## src/design/pfa_pkg.sv

```systemverilog
// shared types and constants of the page frame allocator
`default_nettype none

package pfa_pkg;

    // default number of pages held in the bitmap
    localparam int unsigned PAGES_DEF = 4096;

    // field widths
    localparam int unsigned CNT_W   = 13;
    localparam int unsigned PG_W    = 12;
    localparam int unsigned CMD_W   = 2;
    localparam int unsigned STAT_W  = 2;

    // largest page count the count register can express
    localparam int unsigned CNT_MAX = 8191;

    // bitmap word: 64 page flags per memory row
    localparam int unsigned WORD_W  = 64;
    localparam int unsigned BIT_W   = 6;

    // remainder unit: one quotient bit per step over the count width
    localparam int unsigned MSTEP_W = 4;

    // register port
    localparam int unsigned PADDR_W = 3;
    localparam int unsigned PDATA_W = 32;
    localparam logic        REG_PAGE_COUNT = 1'b0;

    // stream payload widths
    localparam int unsigned S_TDATA_W = 24;
    localparam int unsigned M_TDATA_W = 16;

    typedef enum logic [CMD_W-1:0] {
        CMD_ALLOC   = 2'd0,
        CMD_FREE    = 2'd1,
        CMD_RESERVE = 2'd2,
        CMD_CURSOR  = 2'd3
    } t_cmd;

    typedef enum logic [STAT_W-1:0] {
        ST_OK       = 2'd0,
        ST_NO_FREE  = 2'd1,
        ST_RANGE    = 2'd2,
        ST_NOT_USED = 2'd3
    } t_status;

    // controller to datapath
    typedef struct packed {
        logic clr;
        logic load;
        logic mod_step;
        logic prep;
        logic run;
    } t_dp_ctl;

    // datapath to controller
    typedef struct packed {
        logic clr_last;
        logic mod_done;
        logic quick;
        logic sweep_done;
    } t_dp_sts;

endpackage

`default_nettype wire

```

## src/design/pfa_datapath.sv

```systemverilog
// bitmap memory, search cursor, remainder unit and word scan of the allocator
`default_nettype none

module pfa_datapath #(
    parameter int unsigned PAGES = pfa_pkg::PAGES_DEF
) (
    input  wire logic                          i_clk,
    input  wire logic                          i_rst_n,
    input  wire pfa_pkg::t_dp_ctl              i_ctl,
    output pfa_pkg::t_dp_sts                   o_sts,
    input  wire logic [pfa_pkg::CNT_W-1:0]     i_cfg_count,
    input  wire logic [pfa_pkg::CMD_W-1:0]     i_item_cmd,
    input  wire logic [pfa_pkg::PG_W-1:0]      i_item_page,
    input  wire logic [pfa_pkg::PG_W-1:0]      i_item_last,
    output logic [pfa_pkg::PG_W-1:0]           o_res_page,
    output logic [pfa_pkg::STAT_W-1:0]         o_res_status
);

    localparam int unsigned CAP   = (PAGES > pfa_pkg::CNT_MAX) ? pfa_pkg::CNT_MAX : PAGES;
    localparam int unsigned WORDS = (CAP + pfa_pkg::WORD_W - 1) / pfa_pkg::WORD_W;
    localparam int unsigned WAW   = (WORDS > 1) ? $clog2(WORDS) : 1;
    localparam int unsigned KW    = WAW + 1;
    localparam int unsigned HPW   = WAW + pfa_pkg::BIT_W;
    localparam int unsigned CW    = pfa_pkg::CNT_W;
    localparam int unsigned BW    = pfa_pkg::BIT_W;
    localparam int unsigned WW    = pfa_pkg::WORD_W;

    localparam logic [CW-1:0]                 CAP_C      = CW'(CAP);
    localparam logic [pfa_pkg::MSTEP_W-1:0]   MSTEP_DONE = pfa_pkg::MSTEP_W'(CW);
    localparam logic [WAW-1:0]                LAST_WORD  = WAW'(WORDS - 1);

    function automatic logic [BW-1:0] first_set(input logic [WW-1:0] v);
        logic [BW-1:0] p;
        p = '0;
        for (int i = WW - 1; i >= 0; i--) begin
            if (v[i]) begin
                p = BW'(i);
            end
        end
        return p;
    endfunction

    // bitmap store, one flag per page
    logic [WW-1:0] r_mem [WORDS];

    // captured item
    pfa_pkg::t_cmd          r_cmd;
    logic [pfa_pkg::PG_W-1:0] r_page;
    logic [pfa_pkg::PG_W-1:0] r_last;
    logic [CW-1:0]          r_cnt;
    logic [pfa_pkg::PG_W-1:0] r_cursor;

    // remainder unit
    logic [CW-1:0]                 r_rem;
    logic [CW-1:0]                 r_num;
    logic [pfa_pkg::MSTEP_W-1:0]   r_mstep;

    // scan setup and pointers
    logic [WAW-1:0] r_sw;
    logic [WAW-1:0] r_lw;
    logic [WAW-1:0] r_wptr;
    logic [KW-1:0]  r_k;
    logic [KW-1:0]  r_nsteps;
    logic [BW-1:0]  r_bit_a;
    logic [BW-1:0]  r_bit_b;

    // read stage
    logic           r_v1;
    logic [WAW-1:0] r_w1;
    logic           r_first1;
    logic           r_last1;
    logic [WW-1:0]  r_rdata;

    // result
    logic [pfa_pkg::PG_W-1:0] r_res_page;
    pfa_pkg::t_status         r_res_status;

    // live page count
    logic [CW-1:0] cnt_live;
    logic [CW-1:0] cur_inc;
    logic          load_alloc;

    assign cnt_live = (i_cfg_count == '0) ? CW'(1) :
                      ((i_cfg_count > CAP_C) ? CAP_C : i_cfg_count);
    assign cur_inc    = {1'b0, r_cursor} + CW'(1);
    assign load_alloc = (pfa_pkg::t_cmd'(i_item_cmd) == pfa_pkg::CMD_ALLOC);

    // restoring remainder step
    logic [CW:0]   trial;
    logic          trial_ge;
    logic [CW-1:0] rem_nx;
    logic          mod_done;

    assign trial    = {r_rem, r_num[CW-1]};
    assign trial_ge = (trial >= {1'b0, r_cnt});
    assign rem_nx   = trial_ge ? CW'(trial - {1'b0, r_cnt}) : CW'(trial);
    assign mod_done = (r_mstep == MSTEP_DONE);

    // scan setup
    logic [CW-1:0]       cnt_m1;
    logic [CW-1:0]       page_x;
    logic [CW-1:0]       last_x;
    logic [CW-1:0]       hi;
    logic [WAW-1:0]      p_sw;
    logic [WAW-1:0]      p_lw;
    logic [KW-1:0]       p_n;
    logic [BW-1:0]       p_bit_a;
    logic [BW-1:0]       p_bit_b;
    logic                p_quick;
    pfa_pkg::t_status    p_status;

    always_comb begin
        cnt_m1   = r_cnt - CW'(1);
        page_x   = {1'b0, r_page};
        last_x   = {1'b0, r_last};
        hi       = (last_x < cnt_m1) ? last_x : cnt_m1;
        p_sw     = '0;
        p_lw     = '0;
        p_n      = '0;
        p_bit_a  = '0;
        p_bit_b  = '0;
        p_quick  = 1'b0;
        p_status = pfa_pkg::ST_OK;
        unique case (r_cmd)
            pfa_pkg::CMD_ALLOC: begin
                p_sw    = WAW'(r_rem >> BW);
                p_lw    = WAW'(cnt_m1 >> BW);
                p_n     = KW'(p_lw) + KW'(2);
                p_bit_a = r_rem[BW-1:0];
                p_bit_b = cnt_m1[BW-1:0];
            end
            pfa_pkg::CMD_RESERVE: begin
                p_sw    = WAW'(page_x >> BW);
                p_lw    = WAW'(hi >> BW);
                p_n     = KW'(p_lw) - KW'(p_sw) + KW'(1);
                p_bit_a = r_page[BW-1:0];
                p_bit_b = hi[BW-1:0];
                p_quick = (page_x > hi);
            end
            pfa_pkg::CMD_FREE: begin
                p_sw    = WAW'(page_x >> BW);
                p_lw    = WAW'(page_x >> BW);
                p_n     = KW'(1);
                p_bit_a = r_page[BW-1:0];
                p_bit_b = r_page[BW-1:0];
                p_quick = (page_x >= r_cnt);
                if (p_quick) begin
                    p_status = pfa_pkg::ST_RANGE;
                end
            end
            pfa_pkg::CMD_CURSOR: begin
                p_quick = 1'b1;
            end
            default: begin
                p_quick = 1'b1;
            end
        endcase
    end

    // read stage: mask of the pages that count in this word
    logic [WW-1:0]  ones;
    logic [WW-1:0]  mask;
    logic [WW-1:0]  free_bits;
    logic           hit;
    logic           used;
    logic [BW-1:0]  pos;
    logic [HPW-1:0] hit_page;
    logic           sweep_done;
    logic           issue;

    always_comb begin
        ones = '1;
        mask = ones;
        unique case (r_cmd)
            pfa_pkg::CMD_ALLOC: begin
                if (r_w1 == r_lw) begin
                    mask = mask & (ones >> (BW'(WW - 1) - r_bit_b));
                end
                // first visit of the start word: pages from the start on
                if (r_first1) begin
                    mask = mask & (ones << r_bit_a);
                end
                // wrapped visit of the start word: pages below the start
                if (r_last1) begin
                    mask = mask & ~(ones << r_bit_a);
                end
            end
            pfa_pkg::CMD_RESERVE: begin
                if (r_w1 == r_sw) begin
                    mask = mask & (ones << r_bit_a);
                end
                if (r_w1 == r_lw) begin
                    mask = mask & (ones >> (BW'(WW - 1) - r_bit_b));
                end
            end
            pfa_pkg::CMD_FREE: begin
                mask = WW'(1) << r_bit_a;
            end
            default: begin
                mask = '0;
            end
        endcase
    end

    assign free_bits = ~r_rdata & mask;
    assign hit       = |free_bits;
    assign used      = |(r_rdata & mask);
    assign pos       = first_set(free_bits);
    assign hit_page  = {r_w1, pos};

    always_comb begin
        unique case (r_cmd)
            pfa_pkg::CMD_ALLOC:   sweep_done = r_v1 & (hit | r_last1);
            pfa_pkg::CMD_RESERVE: sweep_done = r_v1 & r_last1;
            pfa_pkg::CMD_FREE:    sweep_done = r_v1;
            default:              sweep_done = r_v1;
        endcase
    end

    assign issue = i_ctl.run & ~sweep_done & (r_k != r_nsteps);

    // memory write port
    logic           mem_we;
    logic [WAW-1:0] mem_waddr;
    logic [WW-1:0]  mem_wdata;

    always_comb begin
        mem_we    = 1'b0;
        mem_waddr = r_w1;
        mem_wdata = r_rdata;
        if (i_ctl.clr) begin
            mem_we    = 1'b1;
            mem_waddr = r_wptr;
            mem_wdata = '0;
        end else if (r_v1) begin
            unique case (r_cmd)
                pfa_pkg::CMD_ALLOC: begin
                    mem_we    = hit;
                    mem_wdata = r_rdata | (WW'(1) << pos);
                end
                pfa_pkg::CMD_RESERVE: begin
                    mem_we    = 1'b1;
                    mem_wdata = r_rdata | mask;
                end
                pfa_pkg::CMD_FREE: begin
                    mem_we    = used;
                    mem_wdata = r_rdata & ~mask;
                end
                default: begin
                    mem_we    = 1'b0;
                end
            endcase
        end
    end

    always_ff @(posedge i_clk) begin
        if (mem_we) begin
            r_mem[mem_waddr] <= mem_wdata;
        end
        if (issue) begin
            r_rdata <= r_mem[r_wptr];
        end
    end

    // control state
    always_ff @(posedge i_clk) begin
        if (!i_rst_n) begin
            r_cursor <= '0;
            r_mstep  <= '0;
            r_wptr   <= '0;
            r_k      <= '0;
            r_nsteps <= '0;
            r_v1     <= 1'b0;
        end else begin
            r_v1 <= issue;
            if (i_ctl.load) begin
                r_mstep <= (load_alloc && (cur_inc >= cnt_live)) ? '0 : MSTEP_DONE;
            end else if (i_ctl.mod_step && !mod_done) begin
                r_mstep <= r_mstep + pfa_pkg::MSTEP_W'(1);
            end
            if (i_ctl.clr) begin
                r_wptr <= r_wptr + WAW'(1);
            end else if (i_ctl.prep) begin
                r_wptr   <= p_sw;
                r_k      <= '0;
                r_nsteps <= p_n;
            end else if (issue) begin
                r_wptr <= (r_wptr == r_lw) ? '0 : r_wptr + WAW'(1);
                r_k    <= r_k + KW'(1);
            end
            if (i_ctl.prep && (r_cmd == pfa_pkg::CMD_CURSOR)) begin
                r_cursor <= r_page;
            end else if (sweep_done && (r_cmd == pfa_pkg::CMD_ALLOC) && hit) begin
                r_cursor <= pfa_pkg::PG_W'(hit_page);
            end
        end
    end

    // payload
    always_ff @(posedge i_clk) begin
        if (i_ctl.load) begin
            r_cmd  <= pfa_pkg::t_cmd'(i_item_cmd);
            r_page <= i_item_page;
            r_last <= i_item_last;
            r_cnt  <= cnt_live;
            r_num  <= cur_inc;
            r_rem  <= (load_alloc && (cur_inc >= cnt_live)) ? '0 : cur_inc;
        end else if (i_ctl.mod_step && !mod_done) begin
            r_rem <= rem_nx;
            r_num <= r_num << 1;
        end
        if (i_ctl.prep) begin
            r_sw    <= p_sw;
            r_lw    <= p_lw;
            r_bit_a <= p_bit_a;
            r_bit_b <= p_bit_b;
            if (p_quick) begin
                r_res_page   <= '0;
                r_res_status <= p_status;
            end
        end
        if (issue) begin
            r_w1     <= r_wptr;
            r_first1 <= (r_k == '0);
            r_last1  <= (r_k == (r_nsteps - KW'(1)));
        end
        if (sweep_done) begin
            unique case (r_cmd)
                pfa_pkg::CMD_ALLOC: begin
                    r_res_page   <= hit ? pfa_pkg::PG_W'(hit_page) : '0;
                    r_res_status <= hit ? pfa_pkg::ST_OK : pfa_pkg::ST_NO_FREE;
                end
                pfa_pkg::CMD_FREE: begin
                    r_res_page   <= '0;
                    r_res_status <= used ? pfa_pkg::ST_OK : pfa_pkg::ST_NOT_USED;
                end
                default: begin
                    r_res_page   <= '0;
                    r_res_status <= pfa_pkg::ST_OK;
                end
            endcase
        end
    end

    assign o_sts.clr_last   = (r_wptr == LAST_WORD);
    assign o_sts.mod_done   = mod_done;
    assign o_sts.quick      = p_quick;
    assign o_sts.sweep_done = sweep_done;

    assign o_res_page   = r_res_page;
    assign o_res_status = r_res_status;

endmodule

`default_nettype wire

```

## src/design/pfa_ctrl.sv

```systemverilog
// sequencing state machine of the allocator
`default_nettype none

module pfa_ctrl (
    input  wire logic              i_clk,
    input  wire logic              i_rst_n,
    input  wire logic              i_in_valid,
    output logic                   o_in_ready,
    input  wire logic              i_out_free,
    output logic                   o_out_load,
    output pfa_pkg::t_dp_ctl       o_ctl,
    input  wire pfa_pkg::t_dp_sts  i_sts
);

    typedef enum logic [5:0] {
        S_CLEAR  = 6'b000001,
        S_IDLE   = 6'b000010,
        S_MOD    = 6'b000100,
        S_PREP   = 6'b001000,
        S_SWEEP  = 6'b010000,
        S_RESULT = 6'b100000
    } t_state;

    t_state r_state;
    t_state n_state;

    always_comb begin
        n_state    = r_state;
        o_ctl      = '0;
        o_in_ready = 1'b0;
        o_out_load = 1'b0;
        unique case (r_state)
            S_CLEAR: begin
                o_ctl.clr = 1'b1;
                if (i_sts.clr_last) begin
                    n_state = S_IDLE;
                end
            end
            S_IDLE: begin
                o_in_ready = 1'b1;
                if (i_in_valid) begin
                    o_ctl.load = 1'b1;
                    n_state    = S_MOD;
                end
            end
            S_MOD: begin
                o_ctl.mod_step = 1'b1;
                if (i_sts.mod_done) begin
                    n_state = S_PREP;
                end
            end
            S_PREP: begin
                o_ctl.prep = 1'b1;
                n_state    = i_sts.quick ? S_RESULT : S_SWEEP;
            end
            S_SWEEP: begin
                o_ctl.run = 1'b1;
                if (i_sts.sweep_done) begin
                    n_state = S_RESULT;
                end
            end
            S_RESULT: begin
                if (i_out_free) begin
                    o_out_load = 1'b1;
                    n_state    = S_IDLE;
                end
            end
            default: begin
                n_state = S_CLEAR;
            end
        endcase
    end

    always_ff @(posedge i_clk) begin
        if (!i_rst_n) begin
            r_state <= S_CLEAR;
        end else begin
            r_state <= n_state;
        end
    end

endmodule

`default_nettype wire

```

## src/design/page_frame_allocator_core.sv

```systemverilog
// top level of the next-fit bitmap page frame allocator
//
// channel   dir  handshake             payload
// s stream  in   i_s_tvalid/o_s_tready i_s_tuser command, i_s_tdata page and end page
// m stream  out  o_m_tvalid/i_m_tready o_m_tdata result page and status
// apb       in   psel/penable/pwrite   page_count_in_use at byte address 0
//
// one command at a time; its result waits in the core until the output register is free,
//   so one unread result leaves the input open and a second one stalls it
// an allocate scans words, after a bit-serial remainder over the count width when
//   cursor + 1 is not below the page count; the sweep reads one 64-page word per cycle,
//   at most (count - 1)/64 + 2 words (65); free reads one word, reserve the words in range,
//   set-cursor, out-of-range free and empty reserve read none; reset clears every word
`default_nettype none

module page_frame_allocator_core #(
    parameter int unsigned PAGES = pfa_pkg::PAGES_DEF
) (
    input  wire logic                            i_clk,
    input  wire logic                            i_rst_n,
    // input stream
    input  wire logic                            i_s_tvalid,
    output logic                                 o_s_tready,
    input  wire logic [pfa_pkg::S_TDATA_W-1:0]   i_s_tdata,  // [11:0] page_number, [23:12] end_page
    input  wire logic [pfa_pkg::CMD_W-1:0]       i_s_tuser,  // [1:0] command
    // result stream
    output logic                                 o_m_tvalid,
    input  wire logic                            i_m_tready,
    output logic [pfa_pkg::M_TDATA_W-1:0]        o_m_tdata,  // [11:0] result_page, [13:12] status
    // register port
    input  wire logic                            i_psel,
    input  wire logic                            i_penable,
    input  wire logic                            i_pwrite,
    input  wire logic [pfa_pkg::PADDR_W-1:0]     i_paddr,
    input  wire logic [pfa_pkg::PDATA_W-1:0]     i_pwdata,
    output logic [pfa_pkg::PDATA_W-1:0]          o_prdata,
    output logic                                 o_pready
);

    // reset value of the page count: the whole store, capped at what 13 bits hold
    localparam int unsigned CNT_RST = (PAGES > pfa_pkg::CNT_MAX) ? pfa_pkg::CNT_MAX : PAGES;

    localparam int unsigned PG_W = pfa_pkg::PG_W;

    // page count register
    logic [pfa_pkg::CNT_W-1:0] r_page_count;
    logic                      reg_sel;
    logic                      reg_wr;

    // register index is the word address; the low byte-offset bits are ignored
    assign reg_sel  = (i_paddr[2] == pfa_pkg::REG_PAGE_COUNT);
    assign o_pready = 1'b1;
    assign reg_wr   = i_psel & i_penable & i_pwrite & o_pready & reg_sel;
    assign o_prdata = reg_sel ? pfa_pkg::PDATA_W'(r_page_count) : '0;

    always_ff @(posedge i_clk) begin
        if (!i_rst_n) begin
            r_page_count <= pfa_pkg::CNT_W'(CNT_RST);
        end else if (reg_wr) begin
            r_page_count <= i_pwdata[pfa_pkg::CNT_W-1:0];
        end
    end

    // controller and datapath
    pfa_pkg::t_dp_ctl ctl;
    pfa_pkg::t_dp_sts sts;
    logic             in_ready;
    logic             out_load;
    logic             out_free;
    logic [PG_W-1:0]  res_page;
    logic [pfa_pkg::STAT_W-1:0] res_status;

    pfa_ctrl u_ctrl (
        .i_clk      (i_clk),
        .i_rst_n    (i_rst_n),
        .i_in_valid (i_s_tvalid),
        .o_in_ready (in_ready),
        .i_out_free (out_free),
        .o_out_load (out_load),
        .o_ctl      (ctl),
        .i_sts      (sts)
    );

    pfa_datapath #(
        .PAGES (PAGES)
    ) u_datapath (
        .i_clk        (i_clk),
        .i_rst_n      (i_rst_n),
        .i_ctl        (ctl),
        .o_sts        (sts),
        .i_cfg_count  (r_page_count),
        .i_item_cmd   (i_s_tuser),
        .i_item_page  (i_s_tdata[PG_W-1:0]),
        .i_item_last  (i_s_tdata[2*PG_W-1:PG_W]),
        .o_res_page   (res_page),
        .o_res_status (res_status)
    );

    assign o_s_tready = in_ready;

    // output register: holds one result until its transfer completes
    logic                        r_m_tvalid;
    logic [PG_W-1:0]             r_m_page;
    logic [pfa_pkg::STAT_W-1:0]  r_m_status;

    assign out_free = ~r_m_tvalid | i_m_tready;

    always_ff @(posedge i_clk) begin
        if (!i_rst_n) begin
            r_m_tvalid <= 1'b0;
        end else if (out_load) begin
            r_m_tvalid <= 1'b1;
        end else if (i_m_tready) begin
            r_m_tvalid <= 1'b0;
        end
    end

    always_ff @(posedge i_clk) begin
        if (out_load) begin
            r_m_page   <= res_page;
            r_m_status <= res_status;
        end
    end

    assign o_m_tvalid = r_m_tvalid;
    assign o_m_tdata  = pfa_pkg::M_TDATA_W'({r_m_status, r_m_page});

endmodule

`default_nettype wire

```

## config.mk

```make
export PLATFORM = sky130hd
export DESIGN_NAME = page_frame_allocator_core
export DESIGN_NICKNAME = d
export VERILOG_FILES = /design/src/design/pfa_pkg.sv /design/src/design/pfa_datapath.sv /design/src/design/pfa_ctrl.sv /design/src/design/page_frame_allocator_core.sv
export SDC_FILE = /design/constraint.sdc
export NUM_CORES = 2
export LEC_CHECK = 0
export ABC_CLOCK_PERIOD_IN_PS = 10800
export BUFFER_PORTS_ARGS = -buffer_cell sky130_fd_sc_hd__buf_2
export CORE_MARGIN = 8
export CORE_UTILIZATION = 50
export DETAILED_ROUTE_END_ITERATION = 10
export PLACE_DENSITY = 0.69
export SYNTH_ARGS = -nofsm -noshare
export SYNTH_HDL_FRONTEND = slang
export SYNTH_SLANG_ARGS = --single-unit
```

## constraint.sdc

```tcl
create_clock -name i_clk -period 10.8 [get_ports i_clk]
set_clock_uncertainty 0.2 [all_clocks]
set_input_delay 3.24 -clock i_clk [delete_from_list [all_inputs] [get_ports i_clk]]
set_output_delay 3.24 -clock i_clk [all_outputs]
set_load 0.03 [all_outputs]
```

; ---- After elaboration in Yosys (flattened, before gate mapping)
; Memories as Yosys holds them, arrays and structs flattened. A register that Yosys moved wholly into a read port is not among the register bits.
; Index checks and enable logic that the tools add are counted.
[totals]
output_inout_bits = 51
reg_bits = 182
mem_bits_rw = 4096
memories = 1
[memory_table]
columns = name, words, width, rd, rd_ports_with_merged_regs, wr, line_no
row1 = u_datapath.r_mem, 64, 64, 1, 1, 1, pfa_datapath.sv:44  ; logic [WW-1:0] r_mem [WORDS];
[op_classes]
n_mux = 141
n_addsub = 11
n_eq_ne = 21
n_lt_le_gt_ge = 6
n_bitwise = 24
reduce_logical = 24
n_shift = 4
[op_table]
columns = cell, n
row1 = 2-to-1 mux 64 bit, 10
row2 = 2-to-1 mux 6 bit, 75
row3 = AND 64 bit, 6
row4 = case mux 64 bit (3 select lines), 2
row5 = inverter 64 bit, 3
row6 = 2-to-1 mux 13 bit, 10
row7 = OR 64 bit, 2
row8 = OR reduction 64 bit, 2
row9 = "left shift 1 x 6 -> 64 bit, first input constant", 2
row10 = 2-to-1 mux 12 bit, 7
row11 = "left shift 64 x 6 -> 64 bit, first input constant", 1
row12 = ">> shifter 64 x 6 -> 64 bit, first input constant", 1
row13 = case mux 6 bit (3 select lines), 2
row14 = case mux 6 bit (6 select lines), 1
row15 = case mux 6 bit (2 select lines), 2
row16 = case mux 7 bit (3 select lines), 1
row17 = equality test 6 bit, 3
row18 = 2-to-1 mux 1 bit, 16
row19 = "adder 7 x 1 -> 7 bit, second input constant", 2
row20 = >= comparator 14 x 13 -> 1 bit, 1
row21 = 2-to-1 mux 7 bit, 2
row22 = "adder 12 x 1 -> 13 bit, second input constant", 1
row23 = >= comparator 12 x 13 -> 1 bit, 1
row24 = >= comparator 13 bit, 1
row25 = other kinds (42), 77

; ---- Longest topological paths before layout
[logic_depth]
word_depth = 80
ltp_mapped = 29

; ---- Modules after synthesis
; From an unflattened synthesis, not the netlist that was laid out.
[unflattened]
hier_cells = 8394
hier_area_um2 = 176205.2
[by_module_without_submodules]
columns = mod, instances, seq_area_each_um2, cells_per_inst, area_each_um2
row1 = pfa_datapath, 1, 128993.7, 8239, 174579.9
row2 = page_frame_allocator_core, 1, 700.7, 114, 1271.2
row3 = pfa_ctrl, 1, 120.1, 41, 354.1

; ---- Worst setup path before layout
; Ideal clock, no wire load.
[synth_path]
path_kind = reg-to-reg
startpoint = register u_datapath.r_w1[2]
endpoint = memory u_datapath.r_mem[0][25] (netlist bit), data pin
setup_slack_ns = 2.479
path_buffers = 3
t_required_ns = 9.695
setup_time_ns = 0.905
arrival_time_ns = 7.216
path_stages_with_launch = 16
path_cell_list = edfxtp_1 > xor2_1 > or4_4 > buf_6 > o21ai_4 > buf_6 > buf_12 > a221oi_2 > nor2b_1 > or4_1 > nor4_1 > a311oi_1 > and3_1 > nor3_1 > inv_1 > o41ai_1
[synth_via]
elab_chain_len = 79
elab_cells_between_ends = 87
cone_classes = eq/ne (2) / shift (1) / mux (76) / bitwise (8)
[synth_lines]
columns = element, line_no
row1 = start: declaration, pfa_datapath.sv:69  ; logic [WAW-1:0] r_w1;
row2 = start signal: assignment, pfa_datapath.sv:323  ; r_w1 <= r_wptr;
row3 = equality test 6 bit, "pfa_datapath.sv:176, pfa_datapath.sv:192"
row4 = 2-to-1 mux 64 bit, pfa_datapath.sv:176  ; if (r_w1 == r_lw) begin
row5 = 2-to-1 mux 64 bit, pfa_datapath.sv:174  ; unique case (r_cmd)
row6 = AND 64 bit, pfa_datapath.sv:181  ; mask = mask & (ones << r_bit_a);
row7 = 2-to-1 mux 64 bit, pfa_datapath.sv:180  ; if (r_first1) begin
row8 = 2-to-1 mux 64 bit, pfa_datapath.sv:174
row9 = AND 64 bit, pfa_datapath.sv:185  ; mask = mask & ~(ones << r_bit_a);
row10 = 2-to-1 mux 64 bit, pfa_datapath.sv:184  ; if (r_last1) begin
row11 = case mux 64 bit (3 select lines) (*), pfa_datapath.sv:174
row12 = AND 64 bit, pfa_datapath.sv:205  ; assign free_bits = ~r_rdata & mask;
row13 = 2-to-1 mux 6 bit (64 in a row), pfa_datapath.sv:36  ; if (v[i]) begin
row14 = left shift 1 x 6 -> 64 bit, pfa_datapath.sv:239  ; mem_wdata = r_rdata | (WW'(1) << pos);
row15 = OR 64 bit, pfa_datapath.sv:239
row16 = case mux 64 bit (3 select lines) (*), pfa_datapath.sv:236  ; unique case (r_cmd)
row17 = 2-to-1 mux 64 bit (*), pfa_datapath.sv:235  ; end else if (r_v1) begin
row18 = 2-to-1 mux 64 bit (*), pfa_datapath.sv:231  ; if (i_ctl.clr) begin
row19 = named net u_datapath.mem_wdata[25], pfa_datapath.sv:225  ; logic [WW-1:0] mem_wdata;
row20 = end: declaration, pfa_datapath.sv:44
; Mark *: on every way through the listed nets, which the timed path passes. The rest lies on a longest branch. The select of a mux whose other input is x is not followed.

; ---- Final worst setup path
[layout_path]
startpoint = register u_datapath.r_bit_a[0]
endpoint = memory u_datapath.r_mem[31][45] (netlist bit), data pin
[layout_via]
elab_chain_len = 77
elab_cells_between_ends = 86
cone_classes = shift (3) / mux (74) / bitwise (9)
[layout_lines]
columns = element, line_no
row1 = start: declaration, pfa_datapath.sv:64  ; logic [BW-1:0] r_bit_a;
row2 = start signal: assignment, pfa_datapath.sv:315  ; r_bit_a <= p_bit_a;
row3 = left shift 64 x 6 -> 64 bit, "pfa_datapath.sv:181, pfa_datapath.sv:185, pfa_datapath.sv:190"
row4 = AND 64 bit, pfa_datapath.sv:181
row5 = 2-to-1 mux 64 bit, pfa_datapath.sv:180
row6 = 2-to-1 mux 64 bit, pfa_datapath.sv:174
row7 = AND 64 bit, pfa_datapath.sv:185
row8 = 2-to-1 mux 64 bit, pfa_datapath.sv:184
row9 = case mux 64 bit (3 select lines) (*), pfa_datapath.sv:174
row10 = AND 64 bit, pfa_datapath.sv:205
row11 = 2-to-1 mux 6 bit (64 in a row), pfa_datapath.sv:36
row12 = left shift 1 x 6 -> 64 bit, pfa_datapath.sv:239
row13 = OR 64 bit, pfa_datapath.sv:239
row14 = case mux 64 bit (3 select lines) (*), pfa_datapath.sv:236
row15 = 2-to-1 mux 64 bit (*), pfa_datapath.sv:235
row16 = 2-to-1 mux 64 bit (*), pfa_datapath.sv:231
row17 = named net u_datapath.mem_wdata[45], pfa_datapath.sv:225
; Marks and branches as above.

==> impl_summary.txt <==
----------------------------------------------------
[Yosys]
  Number of distinct library cell variants in the gate-level netlist after synthesis ... just over 100
  Most used DFF post-synth ... edfxtp_1
  Yosys Warn Count ... 0
  Most common cell in the synthesized netlist ... edfxtp_1
  Count of flip-flops with a built-in enable after synthesis ... 4285
  Top cell type's share of synthesized area ... 0.7317
  #FFs+latches synth ... 4342
  Mean Syn Cell Area ... 20.91 um2
  Netlist area before placement ... 175900 um2
  List of most frequent post-synthesis cells ... edfxtp_1 (4285), mux4_2 (1344), clkbuf_1 (346)
  Cell taking the most area after synthesis ... edfxtp_1
  Leading post-synthesis cells by cell area ... edfxtp_1 (73%), mux4_2 (17%), clkbuf_1 (0.74%)
  Sequential share of the synthesized area ... 0.7382
  Share of async-settable or async-resettable flops after synthesis ... 0
  Number of cells produced by synthesis ... 8411

[Global route]
  Number of antenna violations at the first check in global routing ... 39
  Total overflow reported by the global router ... 0
  Overall routing resource usage ... 0.2809
  Vias in the first global route ... 91220
  First-pass GRT wire length ... 733600 um
  Maximum number of pins on one net before global-route repair ... about 140

[Timing]
  Max-Slew Margin vs Limit ... 0.09003
  Worst slew pin tran ... roughly 1.4 ns
  # setup viols final ... 0
  Crit path time final ... 8.497 ns
  Number of max-slew violations in the final report ... 0
  Final worst-path cycle share ... 0.7868
  Total Negative Setup Slacks ... 0 ns
  Number of hold-slack violations in the final timing report ... 0
  Smallest hold slack ... 0.2171 ns
  Peak Freq ... 117.7 MHz
  Unrepaired setup endpoints after global routing ... false

[Cells and area]
  Area overhead of the layout relative to synthesis ... 12.06%
  Post-layout nets ... just under 9000
  Layout cells sized above 1 ... 0.2783
  Total non-filler cell area in the finished layout ... roughly 200000 um2

[Setup path]
  Arrival time at the worst endpoint ... 9.01 ns
  Required @ worst endpoint ... 11.31 ns
  Maximum fanout along the worst path ... 47
  Critical path startpoint category ... register
  Number of logic stages on the critical path including buffering ... 14
  Most frequent CP cell ... or4_1
  Class of the most critical setup path ... reg2reg
  Buf/Inv on CP ... 2
  Cell-by-cell listing of the critical path ... buf_4 > or4_1 > o21ai_0 > mux2i_1 > a21oi_1 > o211ai_1 > o211ai_1 > or4_1 > a221oi_1 > o21ai_0 > a21o_1 > or4_1 > o21ai_4 > buf_4
  Slowest CP cell ... or4_1
  Family with the most delay on the worst path ... compound AO/OA/AOI/OAI gates
  Cell depth of the worst flop-to-flop path ... 14
  Critical Path End Type ... register
  Max incr delay on CP ... 0.94 ns

[Clocking]
  CTS tree ... done
  Clock latency reported for the late side of the worst-skew pair ... 0.99 ns
  Longest Clk Path Bufs ... 4
  Clock buffer count from CTS ... 419
  CTS Hold Bufs ... 0
  # resized after CTS ... 0
  Sinks on the clock net ... between 4000 and 5000
  Buffer type at the clock tree root ... clkbuf_16
  Clock transition at the registers of the reported paths ... around 0.060 ns
  Number of setup buffers added after CTS ... 0
  Max H-tree Level ... 5

[Route]
  Total wire length after detailed routing ... 530900 um
  Remaining design rule violation count ... 0
  Wire per inst ... 38.82 um
  Detailed Route Iter0 Violations ... 13140
  Count of antenna-violating nets left after detailed routing ... 0
  Met2 wire len ... 254500 um
  M1 WL ... between 200000 and 250000 um
  First drt pass iteration count ... 6
  Via density per instance ... roughly 6.8
  Uppermost routed layer ... met5
  Detail Route met3 WL ... 51840 um
  Vias after detailed routing ... 92460

[Power and ir drop]
  Share of power burned in registers ... 0.495
  Share of power burned in combinational logic ... 0.134
  Power Total ... 38.50 mW
  Clock Power Share ... 0.370
  Leakage Power ... between 60 and 70 nW
  Net load switching power ... ~9.2 mW
  Switching part of the total power ... 0.2378
  Cell internal pwr ... 29.35 mW
  PwrDens ... between 150 and 200 nW/um2
  Peak supply drop ... ~0.00019 V

[Floorplanning]
  Ports ... about 120
  Die boundary height ... 609.1 um
  Area inside the core boundary ... 349700 um2
  Effective utilization at floorplan ... 0.5029
  Width of the chip ... 609.1 um
  Total die area ... 371000 um2
  Site row count ... roughly 220

[Run status]
  Run status ... completed

[Placed design]
  RD Place Congestion ... 0.9406
  Post-detail-place hpwl ... 300300 um
  Port Buf Inserts ... 75
  Post-Place Cell Area ... 183800 um2

[Hold path]
  Worst hold path depth ... 0
  Min-Delay Path Class ... reg2reg

[Job]
  Number of max-cap violations ... 0

----------------------------------------------------
cell families (layout without fill, tap and decap cells):
group / Yosys count / in the layout / share of synthesized area
flops: 4342 / 4342 / 0.7382
mux: 1373 / 1373 / 0.1738
compound gates: 947 / 947 / 0.03579
simple gates: 933 / 933 / 0.02723
buf+inv: 656 / 1295 / 0.01510
fa+ha+maj: 87 / 87 / 0.006318
xor+xnor: 71 / 71 / 0.003579
other cells: 2 / 29 / 0.00004270
layout make-up:
class / count / area (um2)
multi-input cells: 3433 / 44600
clock buffers: 525 / 10970
repair buffers: 396 / 3084
clock inverters: 227 / 2258
fillers: 25340 / 152600
inverters: 147 / 559.3
diodes: 7 / 17.52
well taps: 4599 / 5754
flip-flops and latches: 4342 / 129800
flip-flops by register name, indices dropped and copies added (netlist names), 7 cells and up:
name and count:
r_m_page 12, u_datapath.r_last 12, u_datapath.r_k 7, u_datapath.r_num 13, u_datapath.r_nsteps 7, u_datapath.r_rem 13
u_datapath.r_mem 4096, r_page_count 13, u_datapath.r_cnt 13, u_datapath.r_page 12, u_datapath.r_cursor 12, u_datapath.r_rdata 64
u_datapath.o_res_page 12
power by group through the flow:
stage               logic [mW]  registers (mW)  clock network (mW)
floorplan                 3.50            19.4                   0
global placement          5.09            19.4                   0
detailed placement        5.17            19.4                   0
CTS                       5.20            19.1                14.4
global route              5.39            19.1                15.0
finish                    5.17            19.1                14.3
metrics by stage:
stage,setup slack (ns),util,cells
floorplan,2.479,-,8431
global placement,2.610,0.5255,12910
detailed placement,2.441,0.5255,12910
CTS,2.420,0.5633,13670
global route,2.214,0.5635,13670
finish,2.303,0.5636,13680
layer usage:
metal  global-route usage  vias up
met5                    0        -
met4              0.09285       12
met3              0.04947      934
met2               0.4520     5664
met1               0.3940    49640
li1                     -    36210
worst reg2reg max path: cells and delay by family, from the launching register on:
kind	cells	cell delay, ns
DFF	1	0.73
buffers and inverters	2	0.91
and+or+nand+nor	3	2.29
AOI/OAI and AO/OA	8	3.87
muxes	1	0.22
placed cells by master (no fill, tap or decap), types with 93 or more instances in the layout:
cell type	instances
nor2_1	205
clkbuf_1	101
mux4_2	1344
edfxtp_1	4285
clkbuf_16	422
a21oi_1	189
inv_1	142
buf_4	297
o21ai_0	195
clkinv_1	93
nand2_1	207
final timing paths:
check,slack [ns],startpoint,endpoint
max reg2reg,2.30,u_datapath.r_bit_a[0],u_datapath.r_mem[31][45]
min,0.22,u_datapath.o_res_page[6],r_m_page[6]
max,2.30,u_datapath.r_bit_a[0],u_datapath.r_mem[31][45]
min reg2reg,0.22,u_datapath.o_res_page[6],r_m_page[6]
No activity file was read; power rests on OpenSTA's default activity.
